==> config.mk <==
export PLATFORM = sky130hd
export DESIGN_NAME = rnd_cell
export DESIGN_NICKNAME = d
export VERILOG_FILES = /design/src/hdl/rnd_pkg.sv /design/src/hdl/rnd_cell.sv
export SDC_FILE = /design/constraint.sdc
export NUM_CORES = 1
export LEC_CHECK = 0
export ABC_AREA = 1
export BUFFER_PORTS_ARGS = -buffer_cell sky130_fd_sc_hd__buf_4
export CAP_MARGIN = 5
export CELL_PAD_IN_SITES_DETAIL_PLACEMENT = 1
export CELL_PAD_IN_SITES_GLOBAL_PLACEMENT = 1
export CORE_ASPECT_RATIO = 0.7
export CORE_MARGIN = 10
export CORE_UTILIZATION = 40
export DETAILED_ROUTE_END_ITERATION = 10
export GPL_TIMING_DRIVEN = 0
export MAX_ROUTING_LAYER = met4
export PLACE_DENSITY_LB_ADDON = 0.3
export SKIP_LAST_GASP = 1
export SYNTH_ARGS = -nofsm -noshare
export SYNTH_HDL_FRONTEND = slang
export SYNTH_SLANG_ARGS = --single-unit
==> constraint.sdc <==
create_clock -name clock -period 5.6 [get_ports clock]
set_input_delay 0.84 -clock clock [delete_from_list [all_inputs] [get_ports clock]]
set_output_delay 0.84 -clock clock [all_outputs]
set_load 0.02 [all_outputs]
==> src/hdl/rnd_pkg.sv <==
// Package with the shared constants and types of the rank normalizer.
`timescale 1ns / 1ps

package rnd_pkg;

   localparam int MAX_COUNT = 64;
   localparam int VAL_W     = 32;
   localparam int RANK_W    = 6;
   localparam int POS_W     = 6;
   localparam int STATUS_W  = 2;
   localparam int IDX_W     = (MAX_COUNT > 1) ? $clog2(MAX_COUNT) : 1;
   localparam int CNT_W     = $clog2(MAX_COUNT + 1);

   localparam logic signed [VAL_W-1:0] INT_MAX = {1'b0, {(VAL_W-1){1'b1}}};
   localparam logic signed [VAL_W-1:0] INT_MIN = {1'b1, {(VAL_W-1){1'b0}}};

   typedef enum logic [STATUS_W-1:0] {
      STATUS_OK       = 2'd0,
      STATUS_DUP      = 2'd1,
      STATUS_TOO_MANY = 2'd2
   } status_type;

   typedef enum logic [2:0] {
      ST_LOAD  = 3'b001,
      ST_DRAIN = 3'b010,
      ST_OUT   = 3'b100
   } state_type;

   // A value travelling down the chain. It stays live to the chain end so that
   // its duplicate flag can be collected there; spent marks that it has been stored.
   typedef struct packed {
      logic                    live;
      logic                    spent;
      logic signed [VAL_W-1:0] value;
      logic [RANK_W-1:0]       mine;
      logic                    dup;
   } token_type;

   typedef struct packed {
      logic shift;
      logic clear;
   } cell_ctl_type;

endpackage

==> src/hdl/rnd_cell.sv <==
// One chain cell: holds one stored value and its count of smaller values.
`timescale 1ns / 1ps

module rnd_cell (
   input  logic                        clock,
   input  logic                        reset,
   input  rnd_pkg::cell_ctl_type       ctl_i,
   input  rnd_pkg::token_type          tok_i,
   output rnd_pkg::token_type          tok_o,
   input  logic [rnd_pkg::RANK_W-1:0]  count_next_i,
   output logic [rnd_pkg::RANK_W-1:0]  count_o
);

   rnd_pkg::token_type              tok_ff, tok_in;
   logic                            valid_ff, valid_in;
   logic signed [rnd_pkg::VAL_W-1:0] value_ff, value_in;
   logic [rnd_pkg::RANK_W-1:0]      count_ff, count_in;

   always_comb begin
      tok_in   = tok_i;
      valid_in = valid_ff;
      value_in = value_ff;
      count_in = count_ff;
      if (ctl_i.clear) begin
         valid_in = 1'b0;
      end else if (ctl_i.shift) begin
         count_in = count_next_i;
      end else if (tok_i.live && !tok_i.spent) begin
         if (valid_ff) begin
            if (value_ff < tok_i.value) begin
               tok_in.mine = tok_i.mine + 1'b1;
            end else if (value_ff > tok_i.value) begin
               count_in = count_ff + 1'b1;
            end else begin
               tok_in.dup = 1'b1;
            end
         end else begin
            // First free cell takes the value; the word keeps going as spent.
            valid_in    = 1'b1;
            value_in    = tok_i.value;
            count_in    = tok_i.mine;
            tok_in.spent = 1'b1;
         end
      end
   end

   always_ff @(posedge clock) begin
      if (reset) begin
         valid_ff    <= 1'b0;
         tok_ff.live <= 1'b0;
      end else begin
         valid_ff    <= valid_in;
         tok_ff.live <= tok_in.live;
      end
      tok_ff.spent <= tok_in.spent;
      tok_ff.value <= tok_in.value;
      tok_ff.mine  <= tok_in.mine;
      tok_ff.dup   <= tok_in.dup;
      value_ff     <= value_in;
      count_ff     <= count_in;
   end

   assign tok_o   = tok_ff;
   assign count_o = count_ff;

endmodule

==> results.toml, run 1 <==
[sta]
hold_violations = 0
fmax_mhz = 349
worst_slack_ns = 2.73
finalSetupViolCount = 0
final.setup_skew_ns = 0.00518
holdWs_ns = 0.621
finalMaxSlewViolations = 0
relSlewSlack_pct = 48.4
fin_crit_ns = 2.87
worst_pin_slew_ns = 0.774
rsz0062_at_grt = "no"
tns_ns = 0
period_share_pct = 51.2

[critical_path]
timing.critical_path.max_delay_family = "compound AO/OA/AOI/OAI gates"
worstSetupPathType = "input port to register"
worstSetupStartpointType = "input port"
reg2reg_slack_ns = 3.00
slowest_delay_ns = 0.62
endpoint_kind = "register"
r2r_cells = 11
worstPathMaxFanout = 6
r2r_end = "count_o[1]"
rr_startpoint = "value_ff[31]"
crit_slowest_cell = "a21oi_1"
cp.arrival_ns = 2.83
cp_cell_sequence = "buf_4, inv_1, ha_1, nand2_1, inv_1, nor2_2, o21a_2, nand2_2, a21oi_4, nand2_2, nand2_4, nand3_1, a21oi_1"
worst-path-stages = 13
crit_start = "tok_i[38]"
cp.required_ns = 5.56
path_buf_inv = 3
critPathCapture = "count_o[1]"

[pwr]
power_density_nw_per_um2 = 302
power_frac_comb_pct = 12.1
p_switching_uw = 332
switching_share_pct = 23.8
seq_power_share_pct = 46.4
p_int_uw = 1060
p_leak_uw = 0.00226
power.share.clock_pct = 41.6
ir_worst_vdd_v = 0.000165

[synth]
async_reset_ff_share_pct = 0
synthFlopType = "dfxtp_1"
synth_area_um2 = 3430
yosys.cell_count.top_type = "nand2_1"
synth_cells = 321
synth.area.top_cells = "edfxtp_1 (33%), dfxtp_1 (25%), ha_1 (12%)"
synth_area_per_cell_um2 = 10.7
synth_common_cells = "nand2_1 (58), inv_1 (57), dfxtp_1 (42)"
synth.distinct_cells = 33
synth_warnings = 0
yosysSeqAreaShare_pct = 57.8
synth_top_area_share_pct = 33.3
syn-num-nets = 406
yosysTopAreaCell = "edfxtp_1"
synth_edf_count = 38
ys_seq_elements = 80

[die]
start_util_pct = 40.8
fp.dieH_um = 97.5
io_pins = 98
core_um2 = 8410
dieArea_um2 = 12700
die_w_um = 131
placementRows = 28

[finish]
final_util_pct = 54.8
drive_gt1_share_pct = 31.8
syn_to_final_growth_pct = 34.5
nFillCells = 956
layout.nets = 514
diodes = 0

[global_routing]
grt_util_all_layers_pct = 14.5
grt_start_max_net_pins = 25
grt_overflow = 0
grt_pass1_vias = 2787
grt_pass1_wl_um = 14000
antenna_found_initial = 0

[worst_hold_path]
hp-class = "input port to register"

[routing]
routed_wl_um = 8720
routed_via_density = 4.69
drt-pass1-iter-count = 4
drcViolationCount = 0
drtAntennaViolNets = 0
wl_per_cell_um = 16.2
first_iter_violations = 143
routed-via-count = 2529

[clock_tree]
clkLatencyLatePin_ns = 0.34
hold_buffers = 0
tritoncts_num_sinks = 80
h-tree-depth = 3
postCtsSetupRepairBufs = 0
cts-root-buf = "clkbuf_16"
cts_buffers = 9
cts_tree = "built"
ctsLongestPathBuffers = 2
path_clk_slew_ns = 0.06
cts_resized = 0

[place]
portBuffers = 96
dp_hpwl_um = 6860
place.gp.congestion = 0.826
dp_worst_setup_slack_ns = 2.35

[job]
drv_cap = 0

[status]
status = "finished clean"
==> placed cells by master, fill, tap and decap left out, types with 2 or more instances in the layout <==
cell type | Yosys | final
clkbuf_16 | 0 | 10
inv_1 | 57 | 57
o21ai_0 | 7 | 7
a21oi_1 | 18 | 18
nand2_1 | 58 | 58
nor2_1 | 17 | 16
o21a_1 | 2 | 2
clkbuf_8 | 0 | 2
nor3_1 | 2 | 2
nand3_2 | 2 | 2
o221ai_1 | 2 | 2
nand4_1 | 5 | 5
buf_2 | 2 | 2
ha_1 | 34 | 34
edfxtp_1 | 38 | 38
buf_4 | 0 | 96
nand2_2 | 6 | 6
nand2_4 | 2 | 2
dfxtp_1 | 42 | 42
clkinv_2 | 0 | 2
nor2_4 | 1 | 2
nor2_2 | 2 | 2
nand3_1 | 10 | 10
==> metrics by stage <==
stage / instance area (µm²) / power (µW) / instances
4_1_cts: 4610 / 1410 / 539
6_report: 4610 / 1390 / 539
3_3_place_gp: 4280 / 818 / 522
5_1_grt: 4610 / 1450 / 539
2_1_floorplan: 3430 / 742 / 321
3_5_place_dp: 4310 / 827 / 523
==> final cells by class <==
cell class	count	area (µm²)	share of cell area, %
buffer	2	10.0	0.217
clock buffer	12	278	6.03
clock inverter	4	23.8	0.516
inverter	58	218	4.72
multi-input combinational	181	1230	26.6
sequential	80	1980	43.0
tap	105	131	2.85
timing repair buffer	97	741	16.1
==> flip-flops by register name, indices dropped and copies added (netlist names) <==
| signal | flops |
|---|---|
| count_o | 6 |
| tok_o | 41 |
| valid_ff | 1 |
| value_ff | 32 |
==> power by group through the flow <==
| stage | logic (µW) | clock network [µW] | registers (µW) |
|---|---|---|---|
| 2_1_floorplan | 61.1 | 0 | 681 |
| 6_report | 168 | 579 | 645 |
| 3_3_place_gp | 161 | 0 | 657 |
| 5_1_grt | 188 | 620 | 647 |
| 4_1_cts | 171 | 595 | 646 |
| 3_5_place_dp | 169 | 0 | 658 |
==> kinds of logic (layout without fill, tap and decap cells) <==
logic type	Yosys count	count (layout)	share of synthesized area, %
xor+xnor	2	2	0.730
simple gates	111	111	16.4
flops	80	80	57.8
fa+ha+maj	34	34	12.4
buf+inv	60	173	6.64
compound gates	34	34	5.99
==> worst min-delay path by stage <==
stage                            end  startpoint  cells past startpoint
after floorplan           count_o[3]    valid_ff                      3
after global placement    count_o[5]  count_o[5]                      3
after detailed placement  count_o[5]  count_o[5]                      3
after CTS                  tok_o[15]   tok_i[15]                      1
after global routing       tok_o[15]   tok_i[15]                      1
final                      tok_o[15]   tok_i[15]                      1
==> per-layer routing <==
layer	track usage (%)	share of wire [%]	vias to the layer above
met5	-	0	-
li1	-	-	1266
met1	16.7	45	1184
met4	4.60	1.3	0
met3	4.91	6.0	11
met2	23.3	48	68
==> worst reg2reg max path, delay by kind of cell, from the launching register on <==
| family | cells | cell delay (ns) |
|---|---|---|
| AO/OA/AOI/OAI | 3 | 0.92 |
| AND/OR/NAND/NOR | 6 | 0.54 |
| flip-flops | 1 | 0.37 |
| adder cells (fa/ha/maj) | 1 | 0.37 |
| buffers and inverters | 1 | 0.05 |
Note: power is estimated with default switching activity, not from simulation.
==> run 2, diff against run 1 <==
--- a/config.mk
+++ b/config.mk
@@ -5,14 +5,14 @@
 export SDC_FILE = /design/constraint.sdc
 export NUM_CORES = 1
 export LEC_CHECK = 0
-export ABC_AREA = 1
+export ABC_AREA = 0
 export BUFFER_PORTS_ARGS = -buffer_cell sky130_fd_sc_hd__buf_4
 export CAP_MARGIN = 5
 export CELL_PAD_IN_SITES_DETAIL_PLACEMENT = 1
 export CELL_PAD_IN_SITES_GLOBAL_PLACEMENT = 1
 export CORE_ASPECT_RATIO = 0.7
 export CORE_MARGIN = 10
-export CORE_UTILIZATION = 40
+export CORE_UTILIZATION = 36
 export DETAILED_ROUTE_END_ITERATION = 10
 export GPL_TIMING_DRIVEN = 0
 export MAX_ROUTING_LAYER = met4
==> constraint.sdc (replaced) <==
create_clock -name clock -period 2.59 [get_ports clock]
set_input_delay 0.3885 -clock clock [delete_from_list [all_inputs] [get_ports clock]]
set_output_delay 0.3885 -clock clock [all_outputs]
set_load 0.02 [all_outputs]
==> run 2 against run 1 <==
Effect of this change: the flow now finishes with violations (negative setup slack); clock power grew 130%; flip-flop and latch count unchanged; design area is 0.30% lower; largest power group unchanged; highest routed layer unchanged.
==> results.toml, run 2 <==
[routing]
wl_per_cell_um = 16.8
routed-via-count = 2342
routed_via_density = 4.67
drt-pass1-iter-count = 4
routed_wl_um = 8400
drtAntennaViolNets = 0
drcViolationCount = 0
first_iter_violations = 97

[synth]
yosysTopAreaCell = "edfxtp_1"
synth_area_per_cell_um2 = 12.4
synthFlopType = "dfxtp_1"
synth_top_area_share_pct = 35.2
synth_warnings = 0
ys_seq_elements = 80
async_reset_ff_share_pct = 0
synth_edf_count = 38
synth.area.top_cells = "edfxtp_1 (35%), dfxtp_1 (26%), ha_1 (13%)"
synth_area_um2 = 3240
syn-num-nets = 347
synth_cells = 262
synth_common_cells = "dfxtp_1 (42), edfxtp_1 (38), ha_1 (34), inv_1 (34), nand2_1 (21)"
yosysSeqAreaShare_pct = 61.2
synth.distinct_cells = 44
yosys.cell_count.top_type = "dfxtp_1"

[finish]
diodes = 0
drive_gt1_share_pct = 35.7
nFillCells = 957
syn_to_final_growth_pct = 41.9
final_cell_mix = "buf_4 (100), dfxtp_1 (42), edfxtp_1 (38), inv_1 (34), ha_1 (31)"
largest_reg_flops = 41
layout.nets = 461
design_area_um2 = 4600
final_util_pct = 53.3
final_common_cell = "buf_4"

[critical_path]
worstSetupPathType = "register to register"
cp.required_ns = 2.64
reg2reg_slack_ns = -0.02
cp_cell_sequence = "ha_4, nand4_1, or4_4, a21o_1, a31o_4, nand3_4, o21ai_4, o22ai_2, buf_6"
path_buf_inv = 1
worst-path-stages = 9
worstSetupStartpointType = "register"
worstPathMaxFanout = 5
r2r_cells = 9
cp.arrival_ns = 2.66
timing.critical_path.max_delay_family = "compound AO/OA/AOI/OAI gates"
endpoint_kind = "register"
crit_slowest_cell = "or4_4"
slowest_delay_ns = 0.51

[die]
placementRows = 28
dieArea_um2 = 13300
start_util_pct = 37.6
die_w_um = 133
fp.dieH_um = 99.4
io_pins = 98
core_um2 = 8620

[clock_tree]
clkLatencyLatePin_ns = 0.33
cts-root-buf = "clkbuf_16"
ctsLongestPathBuffers = 2
cts_tree = "built"
cts_buffers = 9
h-tree-depth = 3
hold_buffers = 0
path_clk_slew_ns = 0.06
tritoncts_num_sinks = 80

[global_routing]
grt_util_all_layers_pct = 13.4
grt_pass1_vias = 2597
grt_start_max_net_pins = 14
grt_overflow = 0
grt_pass1_wl_um = 13600
antenna_found_initial = 0

[status]
status = "finished with violations"
violations = "negative setup slack"

[pwr]
p_leak_uw = 0.00203
power_density_nw_per_um2 = 669
ir_worst_vdd_v = 0.000409

[sta]
period_share_pct = 101
fmax_mhz = 383
worst_slack_ns = -0.0190
finalSetupViolCount = 6
worst_pin_slew_ns = 0.816
hold_violations = 0
finalMaxSlewViolations = 0
final.setup_skew_ns = 0.00487
relSlewSlack_pct = 45.2
holdWs_ns = 0.171
rsz0062_at_grt = "yes"
fin_crit_ns = 2.61

[worst_hold_path]
whs_path_depth = 1
hp-class = "input port to register"

[job]
drv_cap = 0

[place]
dpl_cell_area_um2 = 4170
dp_hpwl_um = 6550
place.gp.congestion = 0.767
portBuffers = 97
run 2: cell types whose count changed after synthesis, sizes merged, moves of 6 or more:
cell / delta
nand2: -46
inv: -24
nor2: -12
o21ai: +9
a21oi: -8
nand3: -8
xnor2: +6
run 2: cell families after synthesis:
kind of cell,count (synthesis),synth area share (%)
AO/OA/AOI/OAI,44,9.04
flip-flops,80,61.2
AND/OR/NAND/NOR,57,9.27
adder cells (fa/ha/maj),34,13.1
multiplexers,2,0.772
XOR/XNOR,9,2.43
buffers and inverters,36,4.17
run 2: power breakdown:
part,switching [µW],internal (µW)
combinational,188,167
clock,479,838
sequential,21.3,1380
run 2: cell type report:
class / instances / area (µm²) / share of cell area [%]
sequential: 80 / 1980 / 43.1
multi-input combinational: 146 / 1220 / 26.6
timing repair buffer: 103 / 792 / 17.2
clock buffer: 10 / 229 / 4.98
tap: 120 / 150 / 3.27
inverter: 34 / 128 / 2.78
clock inverter: 6 / 83.8 / 1.82
buffer: 2 / 7.51 / 0.163
run 2: stage by stage:
stage,setup WS (ns),setup TNS [ns],power (µW),instances
final,-0.0190,-0.0871,3070,501
after global routing,-0.106,-0.596,3230,501
after CTS,0.00491,0,3120,500
after detailed placement,-0.426,-3.05,1770,481
after global placement,-0.384,-11.36,1750,479
after floorplan,0.00181,0,1580,262
run 2: worst paths after layout:
check	startpoint	end
max reg2reg	value_ff[10]	count_o[4]
max	value_ff[10]	count_o[4]
min	tok_i[13]	tok_o[13]
min reg2reg	valid_ff	count_o[1]
run 2: what timing repair did:
item	4_1_cts	5_1_grt
pin swaps	3	4
resized for setup	7	5
endpoints found under the setup margin	7	12
buffers inserted	3	1
run 2: metal layers:
layer,vias to the layer above,track usage (%),part of all wire [%]
met5,-,-,0
li1,1156,-,-
met2,70,20.5,46
met3,10,5.13,6.4
met4,0,5.17,1.3
met1,1106,15.7,46
run 2: worst register-to-register path, stage by stage, from the launching register on:
cell      delay, ns
edfxtp_1       0.42
ha_4           0.30
nand4_1        0.12
or4_4          0.51
a21o_1         0.21
a31o_4         0.26
nand3_4        0.08
o21ai_4        0.07
o22ai_2        0.20
buf_6          0.15
==> run 3, diff against run 2 <==
--- a/config.mk
+++ b/config.mk
@@ -11,8 +11,8 @@
 export CELL_PAD_IN_SITES_DETAIL_PLACEMENT = 1
 export CELL_PAD_IN_SITES_GLOBAL_PLACEMENT = 1
 export CORE_ASPECT_RATIO = 0.7
-export CORE_MARGIN = 10
-export CORE_UTILIZATION = 36
+export CORE_MARGIN = 2
+export CORE_UTILIZATION = 30
 export DETAILED_ROUTE_END_ITERATION = 10
 export GPL_TIMING_DRIVEN = 0
 export MAX_ROUTING_LAYER = met4
==> run 3 against run 2 <==
Effect of this change: the run now ends clean; sequential share of layout area is 0.19 points higher; combinational power is 4% lower; wire length is 14% lower; first-iteration DRC count is 27% higher; total power is 0.58% higher; clock-buffer cell count stayed put; sequential power hardly changed; die area is 12% lower; critical path depth is 1 lower; register-to-register slack better by 0.04 ns; final cell count is 1.6% higher; highest routed layer unchanged.
==> results.toml, run 3 (same netlist as run 2, synthesis figures left out) <==
[sta]
final.setup_skew_ns = 0.00641
hold_violations = 0
finalSetupViolCount = 0
fmax_mhz = 389
relSlewSlack_pct = 42.8
tns_ns = 0
period_share_pct = 99.3
finalMaxSlewViolations = 0
rsz0062_at_grt = "yes"
worst_slack_ns = 0.0191
worst_pin_slew_ns = 0.852
fin_crit_ns = 2.57

[critical_path]
cp.arrival_ns = 2.58
worstSetupStartpointType = "register"
endpoint_kind = "register"
worstSetupPathType = "register to register"
worstPathMaxFanout = 6
cp.required_ns = 2.60

[pwr]
power.total_uw = 3090
p_leak_uw = 0.00201
power_density_nw_per_um2 = 676
ir_worst_vdd_v = 0.000285

[job]
drv_cap = 0

[global_routing]
grt_pass1_vias = 2398
grt_start_max_net_pins = 15
antenna_found_initial = 0
grt_util_all_layers_pct = 13.9
grt_pass1_wl_um = 12100
grt_overflow = 0

[finish]
diodes = 0
final_util_pct = 43.9
nFillCells = 1097
final_common_cell = "buf_4"
syn_to_final_growth_pct = 41.3
largest_reg_flops = 41
layout.nets = 457
stdcell_count = 509
drive_gt1_share_pct = 35.5
final_cell_mix = "buf_4 (97), dfxtp_1 (42), edfxtp_1 (38), inv_1 (34), ha_1 (30)"

[routing]
routed_wl_um = 7230
routed-via-count = 2290
drtAntennaViolNets = 0
drcViolationCount = 0
drt-pass1-iter-count = 4
first_iter_violations = 123
wl_per_cell_um = 14.2
routed_via_density = 4.50

[worst_hold_path]
hp-class = "input port to register"

[clock_tree]
h-tree-depth = 3
postCtsSetupRepairBufs = 0
ctsLongestPathBuffers = 2
clkLatencyLatePin_ns = 0.34
cts_tree = "built"
cts_buffers = 9
path_clk_slew_ns = 0.06
cts-root-buf = "clkbuf_16"
tritoncts_num_sinks = 80

[place]
dp_worst_setup_slack_ns = -0.446
dp.cells = 493
dp_hpwl_um = 5620
place.gp.congestion = 0.750
portBuffers = 97

[die]
fp.dieH_um = 90.9
placementRows = 31
start_util_pct = 31.0
dieArea_um2 = 11700
die_w_um = 128
core_um2 = 10400
io_pins = 98

[status]
status = "finished clean"
[run 3: cell count changes in the layout (fill, tap and decap cells not counted), sizes merged]
cell      before  now
buf          103   99
clkinvlp       2    1
inv           34   35
[run 3: cell type report]
type / instances / area [µm²] / area share [%]
Sequential cell: 80 / 1980 / 43.3
Multi-Input combinational cell: 146 / 1220 / 26.7
Timing Repair Buffer: 99 / 758 / 16.6
Clock buffer: 10 / 229 / 5.00
Tap cell: 132 / 165 / 3.61
Inverter: 34 / 128 / 2.79
Clock inverter: 6 / 83.8 / 1.83
Buffer: 2 / 7.51 / 0.164
[run 3: critical path, cell delays in order, from the launching register on]
cell and delay [ns]:
edfxtp_1 0.42, ha_4 0.29, nand4_1 0.10, or4_4 0.51, a21o_1 0.20, a31o_4 0.24
nand3_2 0.07, o21ai_2 0.09, o22ai_4 0.31
[run 3: final timing paths]
check	startpoint	end	slack, ns	depth (start not counted)
max reg2reg	value_ff[11]	count_o[2]	0.02	8
min	tok_i[15]	tok_o[15]	0.16	1
max	value_ff[11]	count_o[2]	0.02	8
min reg2reg	count_o[0]	count_o[0]	0.77	3
[run 3: power breakdown]
| group | leakage [µW] | internal [µW] | total [µW] | switching (µW) |
|---|---|---|---|---|
| Combinational | 0.00116 | 162 | 340 | 179 |
| Clock | 0.000153 | 841 | 1350 | 509 |
| Sequential | 0.000703 | 1380 | 1400 | 20.8 |
| Total | 0.00201 | 2380 | 3090 | 709 |
[run 3: timing repair]
item                                    CTS  global route
pin swaps                                 5             2
endpoints found under the setup margin    8            12
gates resized for setup                   8             4
hold buffers                              0             0
[run 3: routing by layer]
layer,GRT usage (%),part of all wire (%),up-vias,wire (µm)
met5,-,0,-,0
met4,6.04,1.8,0,129
met3,4.07,5.1,12,370
met2,20.0,45,59,3270
met1,18.2,48,1070,3460
li1,-,-,1149,-
[run 3: through the flow]
| step | hold slack, ns | instance area (µm²) |
|---|---|---|
| after floorplan | 0.416 | 3260 |
| after global placement | 0.510 | 4150 |
| final | 0.162 | 4580 |
| after detailed placement | 0.513 | 4180 |
| after global routing | 0.152 | 4580 |
| after CTS | 0.147 | 4560 |
